**src/hw/rtl/quantized_vector_matrix_product_assert.svh**
```systemverilog
// assertion macros for the quantized vector-matrix product
`ifndef QUANTIZED_VECTOR_MATRIX_PRODUCT_ASSERT_SVH
`define QUANTIZED_VECTOR_MATRIX_PRODUCT_ASSERT_SVH

`ifndef NO_ASSERTIONS
`define QVMP_ASSERT_IMP(lbl, ante, cons) \
   lbl: assert property (@(posedge clock) disable iff (reset) (ante) |-> (cons)) \
      else $error("%m: check failed");
`define QVMP_ASSERT_NXT(lbl, ante, cons) \
   lbl: assert property (@(posedge clock) disable iff (reset) (ante) |=> (cons)) \
      else $error("%m: check failed");
`else
`define QVMP_ASSERT_IMP(lbl, ante, cons)
`define QVMP_ASSERT_NXT(lbl, ante, cons)
`endif

`endif

```
**src/hw/rtl/qvmp_pkg.sv**
```systemverilog
// shared types and constants of the quantized vector-matrix product
package qvmp_pkg;

   localparam int MAX_COLS_DEF  = 64;
   localparam int MAX_DEPTH_DEF = 4096;

   localparam int BYTE_W        = 8;
   localparam int ZERO_W        = 9;
   localparam int OPND_W        = 10;
   localparam int SUM_W         = 32;
   localparam int COL_IDX_W     = 6;
   localparam int COL_COUNT_W   = 7;
   localparam int DEPTH_COUNT_W = 13;
   localparam int CSR_INDEX_W   = 3;
   localparam int CSR_DATA_W    = 16;

   localparam logic [COL_COUNT_W-1:0]   COL_COUNT_RST   = COL_COUNT_W'(64);
   localparam logic [DEPTH_COUNT_W-1:0] DEPTH_COUNT_RST = DEPTH_COUNT_W'(1);

   typedef enum logic [CSR_INDEX_W-1:0] {
      CSR_A_IS_SIGNED   = 3'd0,
      CSR_B_IS_SIGNED   = 3'd1,
      CSR_A_ZERO        = 3'd2,
      CSR_SHARED_B_ZERO = 3'd3,
      CSR_B_ZERO_COMMON = 3'd4,
      CSR_COLUMN_COUNT  = 3'd5,
      CSR_DEPTH_COUNT   = 3'd6
   } csr_index_type;

   typedef struct packed {
      logic first_row;
      logic last_row;
      logic last_col;
   } pos_flags_type;

   typedef struct packed {
      logic s1_valid;
      logic s1_last_row;
      logic advance;
   } pipe_stat_type;

endpackage

```
**src/hw/rtl/qvmp_ram.sv**
```systemverilog
// generic single-write, single-read ram with registered read data
module qvmp_ram #(
   parameter int WIDTH = 32,
   parameter int DEPTH = 64
) (
   input  logic                                   clock,
   input  logic                                   wr_en,
   input  logic [((DEPTH > 1) ? $clog2(DEPTH) : 1)-1:0] wr_addr,
   input  logic [WIDTH-1:0]                       wr_data,
   input  logic                                   rd_en,
   input  logic [((DEPTH > 1) ? $clog2(DEPTH) : 1)-1:0] rd_addr,
   output logic [WIDTH-1:0]                       rd_data
);

   logic [WIDTH-1:0] mem_ff [DEPTH];
   logic [WIDTH-1:0] rd_data_ff;

   always_ff @(posedge clock) begin
      if (wr_en) begin
         mem_ff[wr_addr] <= wr_data;
      end
      if (rd_en) begin
         rd_data_ff <= mem_ff[rd_addr];
      end
   end

   assign rd_data = rd_data_ff;

endmodule

```
**src/hw/rtl/qvmp_seq.sv**
```systemverilog
// column and row position counters with count clamping
module qvmp_seq
   import qvmp_pkg::*;
#(
   parameter int MAX_COLS  = MAX_COLS_DEF,
   parameter int MAX_DEPTH = MAX_DEPTH_DEF
) (
   input  logic                                         clock,
   input  logic                                         reset,
   input  logic                                         step,
   input  logic [COL_COUNT_W-1:0]                       column_count,
   input  logic [DEPTH_COUNT_W-1:0]                     depth_count,
   output logic [((MAX_COLS > 1) ? $clog2(MAX_COLS) : 1)-1:0] col,
   output pos_flags_type                                flags
);

   localparam int ColW    = (MAX_COLS > 1) ? $clog2(MAX_COLS) : 1;
   localparam int RowW    = (MAX_DEPTH > 1) ? $clog2(MAX_DEPTH) : 1;
   localparam int ColCntW = ($clog2(MAX_COLS + 1) > COL_COUNT_W) ?
                            $clog2(MAX_COLS + 1) : COL_COUNT_W;
   localparam int RowCntW = ($clog2(MAX_DEPTH + 1) > DEPTH_COUNT_W) ?
                            $clog2(MAX_DEPTH + 1) : DEPTH_COUNT_W;

   logic [ColW-1:0]    column_pos_ff, column_pos_in;
   logic [RowW-1:0]    row_pos_ff, row_pos_in;
   logic [ColCntW-1:0] cols_raw, cols, col_plus;
   logic [RowCntW-1:0] rows_raw, rows, row_plus;

   always_comb begin
      cols_raw = ColCntW'(column_count);
      if (cols_raw == '0) begin
         cols = ColCntW'(1);
      end else if (cols_raw > ColCntW'(MAX_COLS)) begin
         cols = ColCntW'(MAX_COLS);
      end else begin
         cols = cols_raw;
      end

      rows_raw = RowCntW'(depth_count);
      if (rows_raw == '0) begin
         rows = RowCntW'(1);
      end else if (rows_raw > RowCntW'(MAX_DEPTH)) begin
         rows = RowCntW'(MAX_DEPTH);
      end else begin
         rows = rows_raw;
      end

      col_plus = ColCntW'(column_pos_ff) + ColCntW'(1);
      row_plus = RowCntW'(row_pos_ff) + RowCntW'(1);

      flags.first_row = (row_pos_ff == '0);
      flags.last_col  = (col_plus >= cols);
      flags.last_row  = (row_plus >= rows);

      column_pos_in = column_pos_ff;
      row_pos_in    = row_pos_ff;
      if (step) begin
         if (flags.last_col) begin
            column_pos_in = '0;
            row_pos_in    = flags.last_row ? '0 : row_plus[RowW-1:0];
         end else begin
            column_pos_in = col_plus[ColW-1:0];
         end
      end
   end

   always_ff @(posedge clock) begin
      if (reset) begin
         column_pos_ff <= '0;
         row_pos_ff    <= '0;
      end else begin
         column_pos_ff <= column_pos_in;
         row_pos_ff    <= row_pos_in;
      end
   end

   assign col = column_pos_ff;

endmodule

```
**src/hw/rtl/qvmp_mac.sv**
```systemverilog
// operand stage, multiply-accumulate with bypass, and result register
module qvmp_mac
   import qvmp_pkg::*;
#(
   parameter int MAX_COLS = MAX_COLS_DEF
) (
   input  logic                                         clock,
   input  logic                                         reset,
   input  logic                                         in_valid,
   input  logic [((MAX_COLS > 1) ? $clog2(MAX_COLS) : 1)-1:0] in_col,
   input  pos_flags_type                                in_flags,
   input  logic signed [OPND_W-1:0]                     in_a_diff,
   input  logic signed [OPND_W-1:0]                     in_b_diff,
   input  logic                                         rsp_stall,
   output logic                                         rsp_valid,
   output logic [COL_IDX_W-1:0]                         rsp_column_index,
   output logic signed [SUM_W-1:0]                      rsp_sum_value,
   output logic                                         rsp_last_column,
   output pipe_stat_type                                stat
);

   localparam int ColW = (MAX_COLS > 1) ? $clog2(MAX_COLS) : 1;

   logic                       s1_valid_ff, s1_valid_in;
   logic [ColW-1:0]            s1_col_ff;
   pos_flags_type              s1_flags_ff;
   logic signed [OPND_W-1:0]   s1_a_ff, s1_b_ff;
   logic                       byp_valid_ff, byp_valid_in;
   logic [SUM_W-1:0]           byp_sum_ff;
   logic                       out_valid_ff, out_valid_in;
   logic [COL_IDX_W-1:0]       out_col_ff;
   logic [SUM_W-1:0]           out_sum_ff;
   logic                       out_last_ff;

   logic                       out_free, advance, emit;
   logic signed [2*OPND_W-1:0] prod;
   logic [SUM_W-1:0]           prod_ext, rd_data, base, sum;
   logic [ColW+COL_IDX_W-1:0]  col_ext;

   qvmp_ram #(
      .WIDTH(SUM_W),
      .DEPTH(MAX_COLS)
   ) u_sums (
      .clock  (clock),
      .wr_en  (advance),
      .wr_addr(s1_col_ff),
      .wr_data(sum),
      .rd_en  (in_valid),
      .rd_addr(in_col),
      .rd_data(rd_data)
   );

   always_comb begin
      out_free = !out_valid_ff || !rsp_stall;
      advance  = s1_valid_ff && (!s1_flags_ff.last_row || out_free);
      emit     = advance && s1_flags_ff.last_row;

      prod     = s1_a_ff * s1_b_ff;
      prod_ext = SUM_W'(prod);
      if (s1_flags_ff.first_row) begin
         base = '0;
      end else if (byp_valid_ff) begin
         base = byp_sum_ff;
      end else begin
         base = rd_data;
      end
      sum     = base + prod_ext;
      col_ext = {{COL_IDX_W{1'b0}}, s1_col_ff};

      s1_valid_in  = in_valid || (s1_valid_ff && !advance);
      byp_valid_in = in_valid ? (advance && (s1_col_ff == in_col)) : byp_valid_ff;
      out_valid_in = out_free ? emit : out_valid_ff;
   end

   always_ff @(posedge clock) begin
      if (reset) begin
         s1_valid_ff  <= 1'b0;
         byp_valid_ff <= 1'b0;
         out_valid_ff <= 1'b0;
      end else begin
         s1_valid_ff  <= s1_valid_in;
         byp_valid_ff <= byp_valid_in;
         out_valid_ff <= out_valid_in;
      end
   end

   always_ff @(posedge clock) begin
      if (in_valid) begin
         s1_col_ff   <= in_col;
         s1_flags_ff <= in_flags;
         s1_a_ff     <= in_a_diff;
         s1_b_ff     <= in_b_diff;
         byp_sum_ff  <= sum;
      end
      if (emit) begin
         out_col_ff  <= col_ext[COL_IDX_W-1:0];
         out_sum_ff  <= sum;
         out_last_ff <= s1_flags_ff.last_col;
      end
   end

   assign rsp_valid        = out_valid_ff;
   assign rsp_column_index = out_col_ff;
   assign rsp_sum_value    = $signed(out_sum_ff);
   assign rsp_last_column  = out_last_ff;

   assign stat.s1_valid    = s1_valid_ff;
   assign stat.s1_last_row = s1_flags_ff.last_row;
   assign stat.advance     = advance;

endmodule

```
**src/hw/rtl/quantized_vector_matrix_product.sv**
```systemverilog
// top level of the quantized vector-matrix product with zero points
//
//  port group  direction  handshake          carries
//  req_        in         req_valid/stall    vector byte, matrix byte, column zero point
//  rsp_        out        rsp_valid/stall    column index, finished sum, last column flag
//  csr_        in         csr_valid/ready    register index and write data
//
// one matrix element per cycle while req_stall is low; a stalled request side holds the element
// operand register and accumulator ram read together, then multiply-add into the result register
// a stalled result holds only an element of the last row; others keep flowing
// reset clears valid flags and positions and loads csr defaults; accumulators need no clearing pass
module quantized_vector_matrix_product
   import qvmp_pkg::*;
#(
   parameter int MAX_COLS  = MAX_COLS_DEF,
   parameter int MAX_DEPTH = MAX_DEPTH_DEF
) (
   input  logic                     clock,
   input  logic                     reset,
   input  logic                     req_valid,
   output logic                     req_stall,
   input  logic [BYTE_W-1:0]        req_vec_byte,
   input  logic [BYTE_W-1:0]        req_mat_byte,
   input  logic signed [ZERO_W-1:0] req_b_zero_column,
   output logic                     rsp_valid,
   input  logic                     rsp_stall,
   output logic [COL_IDX_W-1:0]     rsp_column_index,
   output logic signed [SUM_W-1:0]  rsp_sum_value,
   output logic                     rsp_last_column,
   input  logic                     csr_valid,
   output logic                     csr_ready,
   input  logic [CSR_INDEX_W-1:0]   csr_index,
   input  logic [CSR_DATA_W-1:0]    csr_wdata
);

`include "quantized_vector_matrix_product_assert.svh"

   localparam int ColW = (MAX_COLS > 1) ? $clog2(MAX_COLS) : 1;

   logic                     a_is_signed_ff, b_is_signed_ff, shared_b_zero_ff;
   logic [ZERO_W-1:0]        a_zero_ff, b_zero_common_ff;
   logic [COL_COUNT_W-1:0]   column_count_ff;
   logic [DEPTH_COUNT_W-1:0] depth_count_ff;

   logic                     accept;
   logic [ColW-1:0]          cur_col;
   pos_flags_type            cur_flags;
   pipe_stat_type            stat;
   logic signed [ZERO_W-1:0] a_val, b_val, b_zero;
   logic signed [OPND_W-1:0] a_diff, b_diff;

   assign csr_ready = 1'b1;

   always_ff @(posedge clock) begin
      if (reset) begin
         a_is_signed_ff   <= 1'b0;
         b_is_signed_ff   <= 1'b0;
         a_zero_ff        <= '0;
         shared_b_zero_ff <= 1'b1;
         b_zero_common_ff <= '0;
         column_count_ff  <= COL_COUNT_RST;
         depth_count_ff   <= DEPTH_COUNT_RST;
      end else if (csr_valid && csr_ready) begin
         case (csr_index)
            CSR_A_IS_SIGNED:   a_is_signed_ff   <= csr_wdata[0];
            CSR_B_IS_SIGNED:   b_is_signed_ff   <= csr_wdata[0];
            CSR_A_ZERO:        a_zero_ff        <= csr_wdata[ZERO_W-1:0];
            CSR_SHARED_B_ZERO: shared_b_zero_ff <= csr_wdata[0];
            CSR_B_ZERO_COMMON: b_zero_common_ff <= csr_wdata[ZERO_W-1:0];
            CSR_COLUMN_COUNT:  column_count_ff  <= csr_wdata[COL_COUNT_W-1:0];
            CSR_DEPTH_COUNT:   depth_count_ff   <= csr_wdata[DEPTH_COUNT_W-1:0];
            default: ;
         endcase
      end
   end

   assign accept    = req_valid && !req_stall;
   assign req_stall = stat.s1_valid && !stat.advance;

   always_comb begin
      a_val  = $signed({a_is_signed_ff & req_vec_byte[BYTE_W-1], req_vec_byte});
      b_val  = $signed({b_is_signed_ff & req_mat_byte[BYTE_W-1], req_mat_byte});
      b_zero = shared_b_zero_ff ? $signed(b_zero_common_ff) : req_b_zero_column;
      a_diff = OPND_W'(a_val) - OPND_W'($signed(a_zero_ff));
      b_diff = OPND_W'(b_val) - OPND_W'(b_zero);
   end

   qvmp_seq #(
      .MAX_COLS (MAX_COLS),
      .MAX_DEPTH(MAX_DEPTH)
   ) u_seq (
      .clock       (clock),
      .reset       (reset),
      .step        (accept),
      .column_count(column_count_ff),
      .depth_count (depth_count_ff),
      .col         (cur_col),
      .flags       (cur_flags)
   );

   qvmp_mac #(
      .MAX_COLS(MAX_COLS)
   ) u_mac (
      .clock           (clock),
      .reset           (reset),
      .in_valid        (accept),
      .in_col          (cur_col),
      .in_flags        (cur_flags),
      .in_a_diff       (a_diff),
      .in_b_diff       (b_diff),
      .rsp_stall       (rsp_stall),
      .rsp_valid       (rsp_valid),
      .rsp_column_index(rsp_column_index),
      .rsp_sum_value   (rsp_sum_value),
      .rsp_last_column (rsp_last_column),
      .stat            (stat)
   );

   // request side stalls only behind a held last-row result
   `QVMP_ASSERT_IMP(a_stall_cause, req_stall, stat.s1_last_row && rsp_valid && rsp_stall)
   // a last-row element leaving the operand stage becomes a result
   `QVMP_ASSERT_NXT(a_emit_result, stat.advance && stat.s1_last_row, rsp_valid)
   // end of product returns both positions to the start
   `QVMP_ASSERT_NXT(a_pos_wrap, accept && cur_flags.last_col && cur_flags.last_row, (cur_col == '0) && cur_flags.first_row)

endmodule
```
**config.mk**
```make
export PLATFORM = sky130hd
export DESIGN_NAME = quantized_vector_matrix_product
export DESIGN_NICKNAME = d
export VERILOG_FILES = /design/src/hw/rtl/qvmp_pkg.sv /design/src/hw/rtl/qvmp_ram.sv /design/src/hw/rtl/qvmp_seq.sv /design/src/hw/rtl/qvmp_mac.sv /design/src/hw/rtl/quantized_vector_matrix_product.sv
export VERILOG_INCLUDE_DIRS = /design/src /design/src/hw/rtl
export SDC_FILE = /design/constraint.sdc
export NUM_CORES = 2
export LEC_CHECK = 0
export ABC_AREA = 0
export BUFFER_PORTS_ARGS = -buffer_cell sky130_fd_sc_hd__buf_2
export CAP_MARGIN = 25
export CORE_MARGIN = 2
export CORE_UTILIZATION = 40
export DETAILED_ROUTE_END_ITERATION = 12
export GPL_TIMING_DRIVEN = 0
export SETUP_SLACK_MARGIN = 0.4
export SYNTH_ARGS = -nofsm -noshare
export SYNTH_HDL_FRONTEND = slang
export SYNTH_HIERARCHICAL = 1
export SYNTH_SLANG_ARGS = --single-unit
```
**constraint.sdc**
```tcl
create_clock -name clock -period 10.7 [get_ports clock]
set_clock_uncertainty 0.2 [all_clocks]
set_input_delay 1.605 -clock clock [delete_from_list [all_inputs] [get_ports clock]]
set_output_delay 1.605 -clock clock [all_outputs]
set_load 0.02 [all_outputs]
```
==> results.md <==
- Drt pass-1 iters: 6
- Clock transition at the registers of the reported paths: about 70 ps
- Finished Core Util: approximately 47%
- Final wirelength: ~280 mm
- GRT overflow: 0
- CP max stage delay: 740 ps
- Max H-tree Level: 4
- Max-Cap Viols: 0
- CORE AREA: about 230000 um2
- Most frequent cells in the layout: edfxtp_1, mux4_2, clkbuf_16, nand2_1, nor2_1
- Fin Setup TNS: 0 ps
- Initial core utilization: 40.26%
- Crit path max fanout: 35
- Max Freq: between 100 and 150 MHz
- Worst slew pin tran: about 1300 ps
- Commonest non-fill, non-tap cell in the layout: edfxtp_1
- Syn Nets: 5024
- Critical hold path startpoint: a_zero_ff[2]
- Fin crit share: 87.70%
- Fin crit period: approximately 9400 ps
- Die ar.: between 200000 and 250000 um2
- Routed len/inst: roughly 34 um
- Post-Syn Instances: around 4.8k
- Root Buffer Master: clkbuf_16
- Unrepaired setup endpoints after global routing: no
- IO Count: between 90 and 100
- Crit. End Element: register
- Post-cts resize count: 0
- Crit path DAT: around 9900 ps
- Clk Latency, worst-skew pair: between 800 and 900 ps
- Routability congestion estimate: roughly 0.86
- Global Route Usage Sum: a little under a quarter
- Share of layout cells above drive strength 1: 25.85%
- CP Data Required Time: around 11000 ps
- # hold bufs at CTS: 0
- Worst min path class: reg2reg
- Crit path kind: reg2reg
- Reg2reg start: u_mac/s1_a_ff[9]
- Cell Rows: 176
- Slew Viols, Final: 0
- Die height: between 400 and 500 um
- DR vias: roughly 50k
- Initial antenna violation count: 15
- Nets: ~5.5k
- Post-DRT Antenna Nets: 0
- Max transition margin: roughly 16%
- Crit path from: u_mac/s1_a_ff[9]
- CTS tree: yes
- First-pass GRT wire length: about 400 mm
- Setup Fix Bufs, Post-CTS: 0
- DIE WIDTH: 485.2 um
- Largest net degree at the start of global routing: 67
- Via density: 6.061
- Status: finished clean
- Critical-path top delay cell: fa_1
- Critical Path Start Type: register
- DR iter-0 viols: between 7k and 8k
- Final hold vios: 0
- Mapped Area: 92640 um2
- Count of input and output buffers: 86
- Synthesis-to-layout area growth: 17.45%
- Setup violators final: 0
- Clock sink total: between 2k and 2.5k
- Vias in the first global route: approximately 50k
- Synth warn: 6
- CTS Buf Count: about 220
- Post-route DRC: 0
- Final HPWL DP: ~200 mm
- Clock Path Buffers: 3
- Syn avg cell area: 19.46 um2
- CP most frequent cell: fa_1
## sequential cells by signal, indices dropped and copies added, names as in the netlist
| name | cells |
|---|---|
| u_seq/row_pos_ff | 12 |
| u_mac/s1_flags_ff | 2 |
| u_mac/s1_a_ff | 10 |
| u_mac/rsp_valid | 1 |
| a_zero_ff | 9 |
| u_mac/rsp_column_index | 6 |
| b_zero_common_ff | 9 |
| u_mac/byp_sum_ff | 32 |
| u_mac/u_sums/rd_data | 32 |
| b_is_signed_ff | 1 |
| u_mac/s1_col_ff | 6 |
| u_mac/u_sums/mem_ff | 2048 |
| u_mac/rsp_sum_value | 32 |
| u_mac/rsp_last_column | 1 |
| u_mac/stat | 1 |
| u_seq/col | 6 |
| a_is_signed_ff | 1 |
| shared_b_zero_ff | 1 |
| u_mac/s1_valid_ff | 1 |
| column_count_ff | 7 |
| u_mac/byp_valid_ff | 1 |
| u_mac/s1_b_ff | 10 |
| depth_count_ff | 13 |
## stage by stage
step	cell area, um2	hold WS, ps	setup WS (ps)	instances
global placement	96860	242.5	-2976	7873
CTS	108700	252.5	1014	8484
global route	108800	260.3	660.5	8495
finish	108800	258.4	1316	8496
detailed placement	101500	251.8	1104	8080
floorplan	92640	200.3	1167	4761
## layer usage
| layer | global-route usage [%] | share of wire (%) | up-vias |
|---|---|---|---|
| li1 | - | - | 20280 |
| met1 | 33.34 | 39 | 27530 |
| met2 | 36.56 | 45 | 3095 |
| met3 | 5.422 | 11 | 589 |
| met4 | 9.778 | 4.7 | 4 |
| met5 | 0 | 0.0077 | - |
## cell type report
type / instances / area [um2]
Clock inverter: 146 / 1506
Multi-Input combinational cell: 2124 / 25020
Sequential cell: 2242 / 66700
Antenna cell: 3 / 7.507
Buffer: 230 / 1144
Inverter: 165 / 619.3
Tap cell: 3026 / 3786
Fill cell: 18870 / 121300
Timing Repair Buffer: 302 / 4385
Clock buffer: 258 / 5627
## path summary, 6_finish.rpt
check / end / slack [ps] / cells after the start
min: a_zero_ff[2] / 260 / 2
min reg2reg: a_zero_ff[2] / 260 / 2
max: u_mac/u_sums/mem_ff[48][28] / 1320 / 30
max reg2reg: u_mac/u_sums/mem_ff[48][28] / 1320 / 30
## worst max-delay path, delay by kind of cell (launching register included)
family / cells / cell delay, ps
AO/OA/AOI/OAI: 10 / 2730
XOR/XNOR: 2 / 470
adder cells (fa/ha/maj): 7 / 3710
buffers and inverters: 7 / 950
flip-flops: 1 / 420
AND/OR/NAND/NOR: 4 / 750
Power is left out: the tool's default activity adds up to more than one toggle a clock period on the data nets, which glitch-free logic cannot reach.
